--- config.mk ---
export PLATFORM = sky130hd
export DESIGN_NAME = lidar_sector_statistics_flat
export DESIGN_NICKNAME = d
export VERILOG_FILES = /design/src/design/lss_pkg.sv /design/src/design/lss_sample_if.sv /design/src/design/lss_result_if.sv /design/src/design/lss_cfg_if.sv /design/src/design/lidar_sector_statistics.sv /design/src/design/lss_front.sv /design/src/design/lss_queue.sv /design/src/design/lss_div.sv /design/src/design/lss_back.sv /design/src/flat_wrapper.sv
export SDC_FILE = /design/constraint.sdc
export NUM_CORES = 1
export LEC_CHECK = 0
export BUFFER_PORTS_ARGS = -buffer_cell sky130_fd_sc_hd__buf_4
export CAP_MARGIN = 20
export CELL_PAD_IN_SITES_DETAIL_PLACEMENT = 0
export CELL_PAD_IN_SITES_GLOBAL_PLACEMENT = 2
export CORE_ASPECT_RATIO = 1.5
export CORE_MARGIN = 2
export CORE_UTILIZATION = 35
export DETAILED_ROUTE_END_ITERATION = 8
export GPL_ROUTABILITY_DRIVEN = 0
export GPL_TIMING_DRIVEN = 0
export PLACE_DENSITY = 0.73
export SLEW_MARGIN = 20
export SYNTH_ARGS = -nofsm -noshare
export SYNTH_HDL_FRONTEND = slang
export SYNTH_SLANG_ARGS = --single-unit
--- constraint.sdc ---
create_clock -name clk -period 7.5 [get_ports clk]
set_clock_uncertainty 0.15 [all_clocks]
set_input_delay 0.375 -clock clk [delete_from_list [all_inputs] [get_ports clk]]
set_output_delay 0.375 -clock clk [all_outputs]
set_load 0.005 [all_outputs]
--- src/design/lss_pkg.sv ---
`timescale 1ns / 1ps
// ----------------------------------------------------------------------------
// lss_pkg
// Shared constants, types and helpers of the rangefinder sector statistics.
// ----------------------------------------------------------------------------
package lss_pkg;

  localparam int NUM_SECTORS    = 6;
  localparam int COUNT_BITS     = 12;
  localparam int DIST_BITS      = 16;
  localparam int ANGLE_BITS     = 19;
  localparam int SUM_BITS       = COUNT_BITS + DIST_BITS;
  localparam int SEC_BITS       = (NUM_SECTORS > 1) ? $clog2(NUM_SECTORS) : 1;
  localparam int BIN_BITS       = $clog2(NUM_SECTORS + 1);
  localparam int THR_BITS       = ANGLE_BITS + BIN_BITS;
  localparam int DIV_CNT_BITS   = $clog2(SUM_BITS);

  localparam int OUT_INDEX_BITS = 3;
  localparam int OUT_AVG_BITS   = 16;
  localparam int OUT_COUNT_BITS = 12;

  localparam int CFG_ADDR_BITS  = 4;
  localparam int CFG_DATA_BITS  = 19;

  localparam int QUEUE_DEPTH    = 4;
  localparam int QPTR_BITS      = $clog2(QUEUE_DEPTH);

  // register indexes
  localparam logic [CFG_ADDR_BITS-1:0] CFG_SECTOR_WIDTH  = 4'd0;
  localparam logic [CFG_ADDR_BITS-1:0] CFG_CLIP_DISTANCE = 4'd1;
  localparam logic [CFG_ADDR_BITS-1:0] CFG_NEAR_LIMIT    = 4'd2;
  localparam logic [CFG_ADDR_BITS-1:0] CFG_CLOSE_LIMIT   = 4'd3;

  localparam logic [ANGLE_BITS-1:0] SECTOR_WIDTH_RST  = 19'd30000;
  localparam logic [DIST_BITS-1:0]  CLIP_DISTANCE_RST = 16'd800;
  localparam logic [DIST_BITS-1:0]  NEAR_LIMIT_RST    = 16'd200;
  localparam logic [DIST_BITS-1:0]  CLOSE_LIMIT_RST   = 16'd1000;

  // one classified sample, front to back
  typedef struct packed {
    logic                 new_rev;
    logic                 binned;
    logic [SEC_BITS-1:0]  idx;
    logic [DIST_BITS-1:0] add;
    logic                 near;
    logic                 close;
  } cmd_t;

  typedef struct packed {
    logic full;
    logic empty;
  } q_status_t;

  function automatic logic [OUT_COUNT_BITS-1:0] cap_count(input logic [COUNT_BITS-1:0] v);
    logic [OUT_COUNT_BITS-1:0] r;
    if ((v >> OUT_COUNT_BITS) != '0) begin
      r = '1;
    end else begin
      r = OUT_COUNT_BITS'(v);
    end
    return r;
  endfunction

  function automatic logic [OUT_AVG_BITS-1:0] cap_avg(input logic [SUM_BITS-1:0] v);
    logic [OUT_AVG_BITS-1:0] r;
    if ((v >> OUT_AVG_BITS) != '0) begin
      r = '1;
    end else begin
      r = OUT_AVG_BITS'(v);
    end
    return r;
  endfunction

endpackage

--- src/design/lss_sample_if.sv ---
`timescale 1ns / 1ps
// ----------------------------------------------------------------------------
// lss_sample_if
// Sample channel: bearing and range with valid/ready.
// ----------------------------------------------------------------------------
interface lss_sample_if;
  import lss_pkg::*;

  logic                  valid;
  logic                  ready;
  logic [ANGLE_BITS-1:0] sample_angle;
  logic [DIST_BITS-1:0]  sample_distance;

  modport source (output valid, sample_angle, sample_distance, input ready);
  modport sink   (input valid, sample_angle, sample_distance, output ready);
endinterface

--- src/design/lss_result_if.sv ---
`timescale 1ns / 1ps
// ----------------------------------------------------------------------------
// lss_result_if
// Summary row channel: one row per sector with valid/ready.
// ----------------------------------------------------------------------------
interface lss_result_if;
  import lss_pkg::*;

  logic                      valid;
  logic                      ready;
  logic [OUT_INDEX_BITS-1:0] sector_index;
  logic [OUT_AVG_BITS-1:0]   sector_average;
  logic                      average_valid;
  logic [OUT_COUNT_BITS-1:0] near_hits;
  logic [OUT_COUNT_BITS-1:0] sector_total;
  logic [OUT_COUNT_BITS-1:0] close_hits;
  logic                      last_of_scan;

  modport source (output valid, sector_index, sector_average, average_valid, near_hits,
                  sector_total, close_hits, last_of_scan, input ready);
  modport sink   (input valid, sector_index, sector_average, average_valid, near_hits,
                  sector_total, close_hits, last_of_scan, output ready);
endinterface

--- src/design/lss_cfg_if.sv ---
`timescale 1ns / 1ps
// ----------------------------------------------------------------------------
// lss_cfg_if
// Register write channel: address and data with valid/ready.
// ----------------------------------------------------------------------------
interface lss_cfg_if;
  import lss_pkg::*;

  logic                     valid;
  logic                     ready;
  logic [CFG_ADDR_BITS-1:0] addr;
  logic [CFG_DATA_BITS-1:0] data;

  modport source (output valid, addr, data, input ready);
  modport sink   (input valid, addr, data, output ready);
endinterface

--- src/design/lidar_sector_statistics.sv ---
`timescale 1ns / 1ps
// ----------------------------------------------------------------------------
// lidar_sector_statistics
// Bins rangefinder samples into angular sectors and reports per-sector
// statistics once per revolution.
// ----------------------------------------------------------------------------
//  port     dir   payload
//  sample   in    sample_angle, sample_distance
//  result   out   sector_index, sector_average, average_valid, near_hits,
//                 sector_total, close_hits, last_of_scan
//  cfg      in    addr (register index), data
//
//  front end takes one sample per cycle, while the queue is not full, into a four-entry command queue
//  accumulator dequeues each sample, then does a read-modify-write, before the next
//  a revolution adds one row per sector, six rows in all; a sector with samples
//  waits on the serial divide, an empty sector skips it
//  rst is synchronous: registers return to defaults, accumulators clear
//  a stalled result holds the output register; until it fills, the queue keeps taking samples
// ----------------------------------------------------------------------------
module lidar_sector_statistics (
  input  logic         clk,
  input  logic         rst,
  lss_sample_if.sink   sample,
  lss_result_if.source result,
  lss_cfg_if.sink      cfg
);
  import lss_pkg::*;

  cmd_t      push_cmd;
  cmd_t      head;
  logic      q_push;
  logic      q_pop;
  q_status_t q_status;

  lss_front u_front (
    .clk      (clk),
    .rst      (rst),
    .sample   (sample),
    .cfg      (cfg),
    .cmd      (push_cmd),
    .push     (q_push),
    .q_status (q_status)
  );

  lss_queue u_queue (
    .clk      (clk),
    .rst      (rst),
    .push     (q_push),
    .push_cmd (push_cmd),
    .pop      (q_pop),
    .head     (head),
    .status   (q_status)
  );

  lss_back u_back (
    .clk      (clk),
    .rst      (rst),
    .head     (head),
    .q_status (q_status),
    .pop      (q_pop),
    .result   (result)
  );

  a_no_push_full: assert property (@(posedge clk) disable iff (rst)
    q_push |-> !q_status.full)
    else $error("command pushed into full queue");

  a_push_fills: assert property (@(posedge clk) disable iff (rst)
    (q_push && !q_pop) |=> !q_status.empty)
    else $error("queue empty after push");

  a_empty_avg: assert property (@(posedge clk) disable iff (rst)
    (result.valid && !result.average_valid) |-> (result.sector_average == '0))
    else $error("empty sector with nonzero average");

  a_last_row: assert property (@(posedge clk) disable iff (rst)
    (result.valid && result.last_of_scan) |->
      (result.sector_index == OUT_INDEX_BITS'(NUM_SECTORS - 1)))
    else $error("last row flag on wrong sector");

endmodule

--- src/design/lss_front.sv ---
`timescale 1ns / 1ps
// ----------------------------------------------------------------------------
// lss_front
// Holds the registers, takes samples, bins them and detects a new revolution.
// ----------------------------------------------------------------------------
module lss_front (
  input  logic            clk,
  input  logic            rst,
  lss_sample_if.sink      sample,
  lss_cfg_if.sink         cfg,
  output lss_pkg::cmd_t   cmd,
  output logic            push,
  input  lss_pkg::q_status_t q_status
);
  import lss_pkg::*;

  logic [ANGLE_BITS-1:0] sector_width;
  logic [DIST_BITS-1:0]  clip_distance;
  logic [DIST_BITS-1:0]  near_limit;
  logic [DIST_BITS-1:0]  close_limit;

  logic                  hold_v;
  logic [ANGLE_BITS-1:0] hold_angle;
  logic [DIST_BITS-1:0]  hold_dist;
  logic [ANGLE_BITS-1:0] previous_angle;

  logic [BIN_BITS-1:0]   bin;
  logic                  clipped;

  assign cfg.ready    = 1'b1;
  assign sample.ready = !hold_v || !q_status.full;
  assign push         = hold_v && !q_status.full;

  always_ff @(posedge clk) begin
    if (rst) begin
      sector_width  <= SECTOR_WIDTH_RST;
      clip_distance <= CLIP_DISTANCE_RST;
      near_limit    <= NEAR_LIMIT_RST;
      close_limit   <= CLOSE_LIMIT_RST;
    end else if (cfg.valid) begin
      case (cfg.addr)
        CFG_SECTOR_WIDTH:  sector_width  <= cfg.data[ANGLE_BITS-1:0];
        CFG_CLIP_DISTANCE: clip_distance <= cfg.data[DIST_BITS-1:0];
        CFG_NEAR_LIMIT:    near_limit    <= cfg.data[DIST_BITS-1:0];
        CFG_CLOSE_LIMIT:   close_limit   <= cfg.data[DIST_BITS-1:0];
        default: ;
      endcase
    end
  end

  always_ff @(posedge clk) begin
    if (rst) begin
      hold_v         <= 1'b0;
      previous_angle <= '0;
    end else begin
      if (sample.valid && sample.ready) begin
        hold_v <= 1'b1;
      end else if (push) begin
        hold_v <= 1'b0;
      end
      if (push) begin
        previous_angle <= hold_angle;
      end
    end
  end

  always_ff @(posedge clk) begin
    if (sample.valid && sample.ready) begin
      hold_angle <= sample.sample_angle;
      hold_dist  <= sample.sample_distance;
    end
  end

  // sector = number of sector boundaries at or below the angle
  always_comb begin
    bin = '0;
    for (int k = 0; k < NUM_SECTORS; k++) begin
      if (THR_BITS'(hold_angle) >= THR_BITS'(sector_width) * THR_BITS'(k + 1)) begin
        bin = bin + 1'b1;
      end
    end
  end

  assign clipped = hold_dist > clip_distance;

  always_comb begin
    cmd.new_rev = hold_angle < previous_angle;
    cmd.binned  = bin < BIN_BITS'(NUM_SECTORS);
    cmd.idx     = SEC_BITS'(bin);
    cmd.add     = clipped ? clip_distance : hold_dist;
    cmd.near    = !clipped && (hold_dist < near_limit);
    cmd.close   = hold_dist < close_limit;
  end

endmodule

--- src/design/lss_queue.sv ---
`timescale 1ns / 1ps
// ----------------------------------------------------------------------------
// lss_queue
// Short command queue between the sample front end and the accumulator.
// ----------------------------------------------------------------------------
module lss_queue (
  input  logic               clk,
  input  logic               rst,
  input  logic               push,
  input  lss_pkg::cmd_t      push_cmd,
  input  logic               pop,
  output lss_pkg::cmd_t      head,
  output lss_pkg::q_status_t status
);
  import lss_pkg::*;

  cmd_t                 entries [QUEUE_DEPTH];
  logic [QPTR_BITS-1:0] wr_ptr;
  logic [QPTR_BITS-1:0] rd_ptr;
  logic [QPTR_BITS:0]   fill;

  assign head         = entries[rd_ptr];
  assign status.full  = fill == (QPTR_BITS + 1)'(QUEUE_DEPTH);
  assign status.empty = fill == '0;

  always_ff @(posedge clk) begin
    if (rst) begin
      wr_ptr <= '0;
      rd_ptr <= '0;
      fill   <= '0;
    end else begin
      if (push) begin
        wr_ptr <= wr_ptr + 1'b1;
      end
      if (pop) begin
        rd_ptr <= rd_ptr + 1'b1;
      end
      if (push && !pop) begin
        fill <= fill + 1'b1;
      end else if (pop && !push) begin
        fill <= fill - 1'b1;
      end
    end
  end

  always_ff @(posedge clk) begin
    if (push) begin
      entries[wr_ptr] <= push_cmd;
    end
  end

endmodule

--- src/design/lss_div.sv ---
`timescale 1ns / 1ps
// ----------------------------------------------------------------------------
// lss_div
// Restoring divider, one quotient bit per cycle: clipped sum / sample total.
// ----------------------------------------------------------------------------
module lss_div (
  input  logic                           clk,
  input  logic                           rst,
  input  logic                           start,
  input  logic [lss_pkg::SUM_BITS-1:0]   dividend,
  input  logic [lss_pkg::COUNT_BITS-1:0] divisor,
  output logic                           busy,
  output logic [lss_pkg::SUM_BITS-1:0]   quotient
);
  import lss_pkg::*;

  logic [COUNT_BITS-1:0]   rem;
  logic [DIV_CNT_BITS-1:0] step;
  logic [COUNT_BITS:0]     trial;
  logic                    fits;

  assign trial = {rem, quotient[SUM_BITS-1]};
  assign fits  = trial >= (COUNT_BITS + 1)'(divisor);

  always_ff @(posedge clk) begin
    if (rst) begin
      busy <= 1'b0;
    end else if (start) begin
      busy <= 1'b1;
    end else if (busy && step == '0) begin
      busy <= 1'b0;
    end
  end

  // dividend shifts out of the top while quotient bits shift in
  always_ff @(posedge clk) begin
    if (start) begin
      quotient <= dividend;
      rem      <= '0;
      step     <= DIV_CNT_BITS'(SUM_BITS - 1);
    end else if (busy) begin
      quotient <= {quotient[SUM_BITS-2:0], fits};
      rem      <= fits ? COUNT_BITS'(trial - (COUNT_BITS + 1)'(divisor))
                       : trial[COUNT_BITS-1:0];
      step     <= step - 1'b1;
    end
  end

endmodule

--- src/design/lss_back.sv ---
`timescale 1ns / 1ps
// ----------------------------------------------------------------------------
// lss_back
// Per-sector accumulators, revolution summary rows and the output register.
// ----------------------------------------------------------------------------
module lss_back (
  input  logic               clk,
  input  logic               rst,
  input  lss_pkg::cmd_t      head,
  input  lss_pkg::q_status_t q_status,
  output logic               pop,
  lss_result_if.source       result
);
  import lss_pkg::*;

  typedef enum logic [4:0] {
    ST_IDLE = 5'b00001,
    ST_ROW  = 5'b00010,
    ST_DIV  = 5'b00100,
    ST_EMIT = 5'b01000,
    ST_ACC  = 5'b10000
  } state_t;

  state_t                state;
  cmd_t                  cur;
  logic [SEC_BITS-1:0]   row;

  logic [SUM_BITS-1:0]   sums   [NUM_SECTORS];
  logic [COUNT_BITS-1:0] nears  [NUM_SECTORS];
  logic [COUNT_BITS-1:0] tots   [NUM_SECTORS];
  logic [COUNT_BITS-1:0] close_cnt;

  logic [SEC_BITS-1:0]   sel;
  logic [SUM_BITS-1:0]   rd_sum;
  logic [COUNT_BITS-1:0] rd_near;
  logic [COUNT_BITS-1:0] rd_tot;
  logic [SUM_BITS:0]     sum_wide;
  logic [SUM_BITS-1:0]   sum_next;
  logic                  has_samples;
  logic                  last_row;
  logic                  out_free;
  logic                  div_start;
  logic                  div_busy;
  logic [SUM_BITS-1:0]   quotient;

  logic                      out_v;
  logic [OUT_INDEX_BITS-1:0] out_index;
  logic [OUT_AVG_BITS-1:0]   out_avg;
  logic                      out_avg_valid;
  logic [OUT_COUNT_BITS-1:0] out_near;
  logic [OUT_COUNT_BITS-1:0] out_total;
  logic [OUT_COUNT_BITS-1:0] out_close;
  logic                      out_last;

  assign pop = (state == ST_IDLE) && !q_status.empty;

  // one read port: the row being summarized or the sector being updated
  assign sel      = (state == ST_ACC) ? cur.idx : row;
  assign rd_sum   = sums[sel];
  assign rd_near  = nears[sel];
  assign rd_tot   = tots[sel];
  assign sum_wide = (SUM_BITS + 1)'(rd_sum) + (SUM_BITS + 1)'(cur.add);
  assign sum_next = sum_wide[SUM_BITS] ? '1 : sum_wide[SUM_BITS-1:0];

  assign has_samples = rd_tot != '0;
  assign last_row    = row == SEC_BITS'(NUM_SECTORS - 1);
  assign out_free    = !out_v || result.ready;
  assign div_start   = (state == ST_ROW) && has_samples;

  lss_div u_div (
    .clk      (clk),
    .rst      (rst),
    .start    (div_start),
    .dividend (rd_sum),
    .divisor  (rd_tot),
    .busy     (div_busy),
    .quotient (quotient)
  );

  always_ff @(posedge clk) begin
    if (rst) begin
      state     <= ST_IDLE;
      row       <= '0;
      close_cnt <= '0;
      for (int s = 0; s < NUM_SECTORS; s++) begin
        sums[s]  <= '0;
        nears[s] <= '0;
        tots[s]  <= '0;
      end
    end else begin
      case (state)
        ST_IDLE: begin
          if (!q_status.empty) begin
            row   <= '0;
            state <= head.new_rev ? ST_ROW : ST_ACC;
          end
        end
        ST_ROW: begin
          state <= has_samples ? ST_DIV : ST_EMIT;
        end
        ST_DIV: begin
          if (!div_busy) begin
            state <= ST_EMIT;
          end
        end
        ST_EMIT: begin
          if (out_free) begin
            if (last_row) begin
              close_cnt <= '0;
              for (int s = 0; s < NUM_SECTORS; s++) begin
                sums[s]  <= '0;
                nears[s] <= '0;
                tots[s]  <= '0;
              end
              state <= ST_ACC;
            end else begin
              row   <= row + 1'b1;
              state <= ST_ROW;
            end
          end
        end
        ST_ACC: begin
          if (cur.binned) begin
            sums[cur.idx] <= sum_next;
            tots[cur.idx] <= (rd_tot == '1) ? rd_tot : rd_tot + 1'b1;
            if (cur.near) begin
              nears[cur.idx] <= (rd_near == '1) ? rd_near : rd_near + 1'b1;
            end
          end
          if (cur.close && close_cnt != '1) begin
            close_cnt <= close_cnt + 1'b1;
          end
          state <= ST_IDLE;
        end
        default: state <= ST_IDLE;
      endcase
    end
  end

  always_ff @(posedge clk) begin
    if (pop) begin
      cur <= head;
    end
  end

  always_ff @(posedge clk) begin
    if (rst) begin
      out_v <= 1'b0;
    end else if ((state == ST_EMIT) && out_free) begin
      out_v <= 1'b1;
    end else if (result.ready) begin
      out_v <= 1'b0;
    end
  end

  always_ff @(posedge clk) begin
    if ((state == ST_EMIT) && out_free) begin
      out_index     <= OUT_INDEX_BITS'(row);
      out_avg       <= has_samples ? cap_avg(quotient) : '0;
      out_avg_valid <= has_samples;
      out_near      <= cap_count(rd_near);
      out_total     <= cap_count(rd_tot);
      out_close     <= cap_count(close_cnt);
      out_last      <= last_row;
    end
  end

  assign result.valid          = out_v;
  assign result.sector_index   = out_index;
  assign result.sector_average = out_avg;
  assign result.average_valid  = out_avg_valid;
  assign result.near_hits      = out_near;
  assign result.sector_total   = out_total;
  assign result.close_hits     = out_close;
  assign result.last_of_scan   = out_last;

endmodule

--- src/flat_wrapper.sv ---
// flat-port wrapper written by rule: the top's interface ports become plain ports
module lidar_sector_statistics_flat import lss_pkg::*;
  (clk, rst, sample_valid, sample_sample_angle, sample_sample_distance, sample_ready, result_valid, result_sector_index, result_sector_average, result_average_valid, result_near_hits, result_sector_total, result_close_hits, result_last_of_scan, result_ready, cfg_valid, cfg_addr, cfg_data, cfg_ready);
  lss_sample_if sample_i ();
  lss_result_if result_i ();
  lss_cfg_if cfg_i ();
  input  logic clk;
  input  logic rst;
  input wire logic [$bits(sample_i.valid)-1:0] sample_valid;
  input wire logic [$bits(sample_i.sample_angle)-1:0] sample_sample_angle;
  input wire logic [$bits(sample_i.sample_distance)-1:0] sample_sample_distance;
  output wire logic [$bits(sample_i.ready)-1:0] sample_ready;
  output wire logic [$bits(result_i.valid)-1:0] result_valid;
  output wire logic [$bits(result_i.sector_index)-1:0] result_sector_index;
  output wire logic [$bits(result_i.sector_average)-1:0] result_sector_average;
  output wire logic [$bits(result_i.average_valid)-1:0] result_average_valid;
  output wire logic [$bits(result_i.near_hits)-1:0] result_near_hits;
  output wire logic [$bits(result_i.sector_total)-1:0] result_sector_total;
  output wire logic [$bits(result_i.close_hits)-1:0] result_close_hits;
  output wire logic [$bits(result_i.last_of_scan)-1:0] result_last_of_scan;
  input wire logic [$bits(result_i.ready)-1:0] result_ready;
  input wire logic [$bits(cfg_i.valid)-1:0] cfg_valid;
  input wire logic [$bits(cfg_i.addr)-1:0] cfg_addr;
  input wire logic [$bits(cfg_i.data)-1:0] cfg_data;
  output wire logic [$bits(cfg_i.ready)-1:0] cfg_ready;
  assign sample_i.valid = sample_valid;
  assign sample_i.sample_angle = sample_sample_angle;
  assign sample_i.sample_distance = sample_sample_distance;
  assign sample_ready = sample_i.ready;
  assign result_valid = result_i.valid;
  assign result_sector_index = result_i.sector_index;
  assign result_sector_average = result_i.sector_average;
  assign result_average_valid = result_i.average_valid;
  assign result_near_hits = result_i.near_hits;
  assign result_sector_total = result_i.sector_total;
  assign result_close_hits = result_i.close_hits;
  assign result_last_of_scan = result_i.last_of_scan;
  assign result_i.ready = result_ready;
  assign cfg_i.valid = cfg_valid;
  assign cfg_i.addr = cfg_addr;
  assign cfg_i.data = cfg_data;
  assign cfg_ready = cfg_i.ready;
  lidar_sector_statistics u_core (.clk(clk), .rst(rst), .sample(sample_i), .result(result_i), .cfg(cfg_i));
endmodule
* Word-level counts from Yosys, hierarchy flattened *
Memories as Yosys holds them, arrays and structs flattened. A register that Yosys moved wholly into a read port is not among the register bits.
Index checks and enable logic that the tools add are counted.

cells by class
  $mul = 3
  multiplexer cells = 85
  order comparisons = 12
  shifts and indexed selects = 0
  $add $sub $neg = 16
  divide/modulo/power cells = 0
  reductions and logical operators = 41
  equality and inequality tests = 19
  bitwise gates (word level) = 18

operators by type and width
  kind                                                                   count
  28-bit two-way mux                                                     10
  12-bit two-way mux                                                     20
  19-bit by 22-bit greater-or-equal comparator with 1-bit output         2
  19-bit by 21-bit greater-or-equal comparator with 1-bit output         2
  19-bit by 2-bit multiplier with 21-bit output (second input constant)  2
  3-bit two-way mux                                                      14
  12-bit by 1-bit adder with 12-bit output (second input constant)       3
  16-bit < comparator                                                    2
  16-bit two-way mux                                                     2
  28-bit by 16-bit adder with 29-bit output                              1
  1-bit two-way mux                                                      28
  28-bit nonzero test                                                    1
  28-bit OR reduction                                                    1
  5-bit two-way mux                                                      5
  12-bit == test (second input constant)                                 2
  12-bit case mux with 2 select lines                                    1
  12-bit OR reduction                                                    2
  19-bit by 3-bit multiplier with 22-bit output (second input constant)  1
  3-bit by 1-bit adder with 3-bit output (second input constant)         7
  19-bit by 20-bit greater-or-equal comparator with 1-bit output         1
  5-bit case mux with 4 select lines                                     1
  19-bit greater-or-equal comparator                                     1
  19-bit < comparator                                                    1
  1-bit OR                                                               18
  other kinds (32)                                                       66

word-level totals
  memory bits (read-only) = 0
  memories kept = 4
  bits in writable memories = 404
  latch bits = 0
  input port bits = 63
  flip-flop bits (word level) = 275
  output and inout port bits = 60
  word-level logic and storage cells = 229

memories
  memory                  depth  width  rd ports  clocked after memory_dff  write ports  line             source
  u_core.u_back.sums      6      28     1         0                         6            lss_back.sv:28   logic [SUM_BITS-1:0] sums [NUM_SECTORS];
  u_core.u_queue.entries  4      23     1         1                         1            lss_queue.sv:17  cmd_t entries [QUEUE_DEPTH];
  u_core.u_back.nears     6      12     1         0                         6            lss_back.sv:29   logic [COUNT_BITS-1:0] nears [NUM_SECTORS];
  u_core.u_back.tots      6      12     1         0                         6            lss_back.sv:30   logic [COUNT_BITS-1:0] tots [NUM_SECTORS];

* Depth between registers and ports, before layout *
  word-level depth = 13
  gate-level depth with buffers = 30
  mapped depth without buffers = 28

* By module *
Synthesis repeated with hierarchy kept, for this count alone.

unflattened totals
  cells, all modules = 3827
  area total of the unflattened synthesis = 41454.8 um^2

modules (own cells, without submodules)
  module     cells an instance  area each (um^2)  times used  sequential area each (um^2)
  lss_back   2169               24388.4           1           15284.7
  lss_front  1250               10700.3           1           2792.7
  lss_queue  164                3782.4            1           2942.8
  lss_div    244                2583.7            1           1201.2

* Least setup slack after synthesis *
No wires, ideal clock.

  path kind = flip-flop to flip-flop
  start point = reg u_core.u_back.state[0]
  end point = mem u_core.u_back.sums[6][27] (netlist bit) (data pin)
  library setup time = 0.284 ns
  cell stages (with the launch flop) = 29
  data arrival time = 5.712 ns
  path buffers = 9
  period minus slack after synthesis = 6.146 ns
  slack = 1.354 ns
  data required time = 7.066 ns
  path through = dfxtp_1 -> buf_6 -> or4_4 -> o21ai_4 -> and2_1 -> buf_6 -> buf_12 -> buf_4 -> buf_2 -> buf_1 -> clkbuf_1 -> buf_1 -> nand2_1 -> nand3_1 -> nand3_1 -> nand2_1 -> ha_1 -> a21o_1 -> a21oi_1 -> o21ai_0 -> a2111oi_0 -> o31ai_1 -> nand3_1 -> a2111oi_0 -> o21ba_2 -> clkbuf_1 -> nand2_1 -> o31ai_1 -> inv_1

RTL lines
  what                    line            source
  from (decl)             lss_back.sv:24  state_t state;
  from (signal assigned)  lss_back.sv:95  state <= head.new_rev ? ST_ROW : ST_ACC;
  from (signal assigned)  lss_back.sv:99  state <= has_samples ? ST_DIV : ST_EMIT;
  to (decl)               lss_back.sv:28

==> metrics.log <==
INFO  metric status = finished clean
INFO  metric final_util = 41.20%
INFO  metric reg2reg_to = u_core.u_back.sums[5][27]
INFO  metric maxSlewHeadroom = 20.82%
INFO  metric power.switching_fraction = 31.10%
INFO  metric final_cell_count_no_fill = 5,486
INFO  metric dpl-instance-area = 42,960 um2
INFO  metric pin_count = 123
INFO  metric clock_network_power_share = 34.3%
INFO  metric power_leakage = 0.01804 uW
INFO  metric core_rows = 151
INFO  metric area_growth = 17.07%
INFO  metric postRouteWirelength = 121.5 mm
INFO  metric multiInputGateArea = 16,160 um2
INFO  metric initial_utilization = 35.19%
INFO  metric crit_required = 7.73 ns
INFO  metric synth_cell_types = 87
INFO  metric period_share = 95.04%
INFO  metric synth.yosys.warnings = 0
INFO  metric placed_cells = 5,275
INFO  metric setup_tns = 0 ns
INFO  metric timing.hold.worst.class = input pin to register
INFO  metric hold_path_startpoint = cfg_valid
INFO  metric comb_power_share = 22.2%
INFO  metric cts.root.buffer_cell = clkbuf_16
INFO  metric clock_sink_count = 785
INFO  metric power_density_over_cell_area = 263.9 nW/um2
INFO  metric fmax = 0.1403 GHz
INFO  metric grt_max_degree = 35
INFO  metric antenna_found_initial = 1
INFO  metric mappedNetlistArea = 39,700 um2
INFO  metric hpwl = 89.40 mm
INFO  metric drtIter0Drc = 1,703
INFO  metric tritoncts.num_buffers = 83
INFO  metric yosysSeqAreaShare = 55.98%
INFO  metric switchingPower = 3814 uW
INFO  metric drt.antenna.violating_nets = 0
INFO  metric first_global_vias = 28,880
INFO  metric internal-power = 8451 uW
INFO  metric final_period_minus_worst_setup_slack = 7.128 ns
INFO  metric syn-mean-instance-area = 10.78 um2
INFO  metric tightest_slew = 1.188 ns
INFO  metric post_synthesis_register_bit_count = 785
INFO  metric yosys.area.top_type = edfxtp_1
INFO  metric die_w = 279.0 um
INFO  metric min_delay_worst_endpoint = u_core.u_front.near_limit[15]
INFO  metric hold_viol = 0
INFO  metric seqPwrFrac = 43.5%
INFO  metric grt_first_pass_wirelength = 181.3 mm
INFO  metric end_kind = register
INFO  metric vdd_drop_max = 0.1785 mV
INFO  metric final_layout_size_suffix_gt1_share = 11.88%
INFO  metric nFillCells = 10,850
INFO  metric synthMostInstantiatedCell = nand2_1
INFO  metric synth-edff-count = 650
INFO  metric stdcell_area = 46,470 um2
INFO  metric cp_max_fo = 10
INFO  metric worst_case_clock_buffer_depth = 3
INFO  metric post-synth-top-area-fraction = 49.17%
INFO  metric global_route.overflow_total = 0
INFO  metric postSynthCellCount = 3,681
INFO  metric vias_per_cell = 5.126
INFO  metric sequential_cell_area = 22,220 um2
INFO  metric async_flop_share = 0%
INFO  metric 1st_pass_router_iterations = 6
INFO  metric tritoncts = yes
INFO  metric clkLatencyLatePin = 0.69 ns
INFO  metric routed_wire_length_per_instance = 22.14 um
INFO  metric via_count_of_the_routed_design = 28,120
INFO  metric drcViolationCount = 0
INFO  metric netlist_top_cells_area = edfxtp_1, ha_1, dfxtp_1, nand2_1, nor2_1
INFO  metric grt_usage = 21.00%
INFO  metric die_h = 416.5 um
INFO  metric start_kind = register
INFO  metric unrepaired_setup_endpoints_after_global_routing = no
INFO  metric report.final.slew_viol_count = 0
INFO  metric most_frequent_cells_after_synthesis = nand2_1, edfxtp_1, nor2_1
INFO  metric postSynthNetCount = 4,010
INFO  metric core = 112,800 um2
INFO  metric min_delay_path_depth = 4
INFO  metric rrSetupSlack = 0.37 ns
INFO  metric drv.max_cap_violation_count = 0
INFO  metric finalSetupViolCount = 0
INFO  metric worst_r2r_path_depth = 22
INFO  metric floorplan.die_area = 116,200 um2
INFO  metric cts.reportedPaths.clkPinSlew = 0.06 ns
INFO  metric cts_max_level = 3
INFO  metric synth_top_flop_cell = edfxtp_1
INFO  metric path_class = register to register
INFO  metric fin_nets = 4,294
INFO  metric cp_data_arrival_time = 7.36 ns
INFO  metric power = 12,270 uW
INFO  metric reg_to_reg_critical_path_startpoint = u_core.u_back.state[0]
INFO  metric port-buffer-count = 120
==> metrics by stage <==
stage          hold WS (ns)  setup WS (ns)
4_1_cts             0.05892        0.03905
6_report            0.09991         0.3717
2_1_floorplan        0.2821          1.354
5_1_grt              0.1112        0.02995
3_5_place_dp         0.2965         -1.868
3_3_place_gp         0.2921         -1.924
==> flip-flops by register name, summed over array words and instances (netlist names), 19 cells and up, named ones only <==
register                       count
u_core.u_back.sums               224
u_core.u_back.nears               96
u_core.u_back.tots                96
u_core.u_queue.entries            92
u_core.u_back.u_div.quotient      28
u_core.u_back.cur                 22
u_core.u_front.hold_angle         19
u_core.u_front.previous_angle     19
u_core.u_front.sector_width       19
==> per-layer routing <==
layer  track usage [%]  share of wire [%]
met5                 0                  0
met4             7.891                3.5
met3             2.328                3.4
met2             40.79                 55
met1             23.12                 38
==> placed cells by master, fill, tap and decap left out, types with 14 or more instances in the layout <==
cell type | Yosys | final
a211o_1 | 16 | 16
a211oi_1 | 45 | 45
a21boi_0 | 16 | 14
a21o_1 | 50 | 50
a21oi_1 | 150 | 149
a31o_2 | 18 | 18
and2_1 | 25 | 25
and3_1 | 37 | 33
buf_1 | 25 | 15
buf_2 | 32 | 34
buf_4 | 5 | 136
clkbuf_1 | 109 | 110
clkbuf_16 | 0 | 86
dfxtp_1 | 135 | 135
dlygate4sd3_1 | 0 | 62
edfxtp_1 | 650 | 650
ha_1 | 261 | 261
inv_1 | 206 | 206
mux2_2 | 21 | 21
mux2i_1 | 25 | 25
mux4_2 | 36 | 36
nand2_1 | 654 | 648
nand2b_1 | 25 | 24
nand3_1 | 200 | 200
nand3b_1 | 14 | 14
nand4_1 | 26 | 26
nor2_1 | 432 | 409
nor2_2 | 0 | 20
nor2b_1 | 24 | 24
nor3_1 | 24 | 23
o211ai_1 | 16 | 16
o21a_1 | 41 | 41
o21ai_0 | 77 | 77
xnor2_1 | 41 | 41
xor2_1 | 46 | 46
==> power by group through the flow <==
stage | clock [uW] | combinational [uW] | sequential [uW]
after global placement | 0 | 2590 | 5440
after global routing | 4450 | 3040 | 5360
after CTS | 4300 | 2730 | 5340
after detailed placement | 0 | 2660 | 5430
final | 4200 | 2730 | 5330
after floorplan | 0 | 1810 | 5350
==> kinds of logic after synthesis <==
| group | Yosys count | synth area share, % |
|---|---|---|
| XOR/XNOR | 93 | 2.225 |
| other | 1 | 0.009447 |
| adder cells (fa/ha/maj) | 271 | 8.605 |
| flip-flops | 785 | 55.98 |
| buffers and inverters | 383 | 3.896 |
| AND/OR/NAND/NOR | 1524 | 16.74 |
| AO/OA/AOI/OAI | 541 | 9.213 |
| multiplexers | 83 | 3.335 |
==> worst max-delay path by stage <==
stage	start	to	slack, ns	depth (start not counted)
2_1_floorplan	u_core.u_back.state[0]	u_core.u_back.sums[6][27]	1.35	28
3_3_place_gp	u_core.u_back.state[1]	u_core.u_back.sums[6][27]	-1.92	25
3_5_place_dp	u_core.u_back.state[1]	u_core.u_back.sums[7][27]	-1.87	25
4_1_cts	u_core.u_back.state[1]	u_core.u_back.u_div.quotient[0]	0.04	26
5_1_grt	u_core.u_back.state[1]	u_core.u_back.sums[1][12]	0.03	27
6_report	u_core.u_back.state[0]	u_core.u_back.sums[5][27]	0.37	22
==> critical path: stages (launching register included) <==
cell and delay [ns]:
dfxtp_1 0.31, buf_6 0.13, or4_4 0.57, nor2_2 0.39, a21o_1 0.20, buf_2 0.33, buf_2 0.38, clkbuf_2 0.39
clkbuf_2 0.36, nand3_1 0.11, nand3_1 0.13, nand2_1 0.11, ha_1 0.35, a21oi_1 0.11, o21ai_0 0.31, a2111oi_0 0.25
o31ai_1 0.41, nand3_1 0.22, a2111oi_2 0.51, o21ba_2 0.38, nand2_1 0.20, o31ai_4 0.43, nor2_1 0.07
==> layout make-up <==
class | instances | share of cell area (%)
multi-input combinational | 2513 | 34.78
tap | 1453 | 3.912
sequential | 785 | 47.82
inverter | 207 | 1.672
antenna | 1 | 0.005385
clock inverter | 48 | 1.061
clock buffer | 104 | 4.806
timing repair buffer | 207 | 4.292
buffer | 168 | 1.658
==> timing repair <==
| item | 4_1_cts | 5_1_grt |
|---|---|---|
| cloned | 0 | 0 |
| hold endpoints to repair | 104 | 0 |
| setup endpoints to repair | 236 | 232 |
| pin swaps | 1 | 0 |
| resized for setup | 38 | 23 |
| hold buffers | 62 | 0 |
| buffers inserted | 3 | 1 |
No activity file was read; power rests on OpenSTA's default activity.
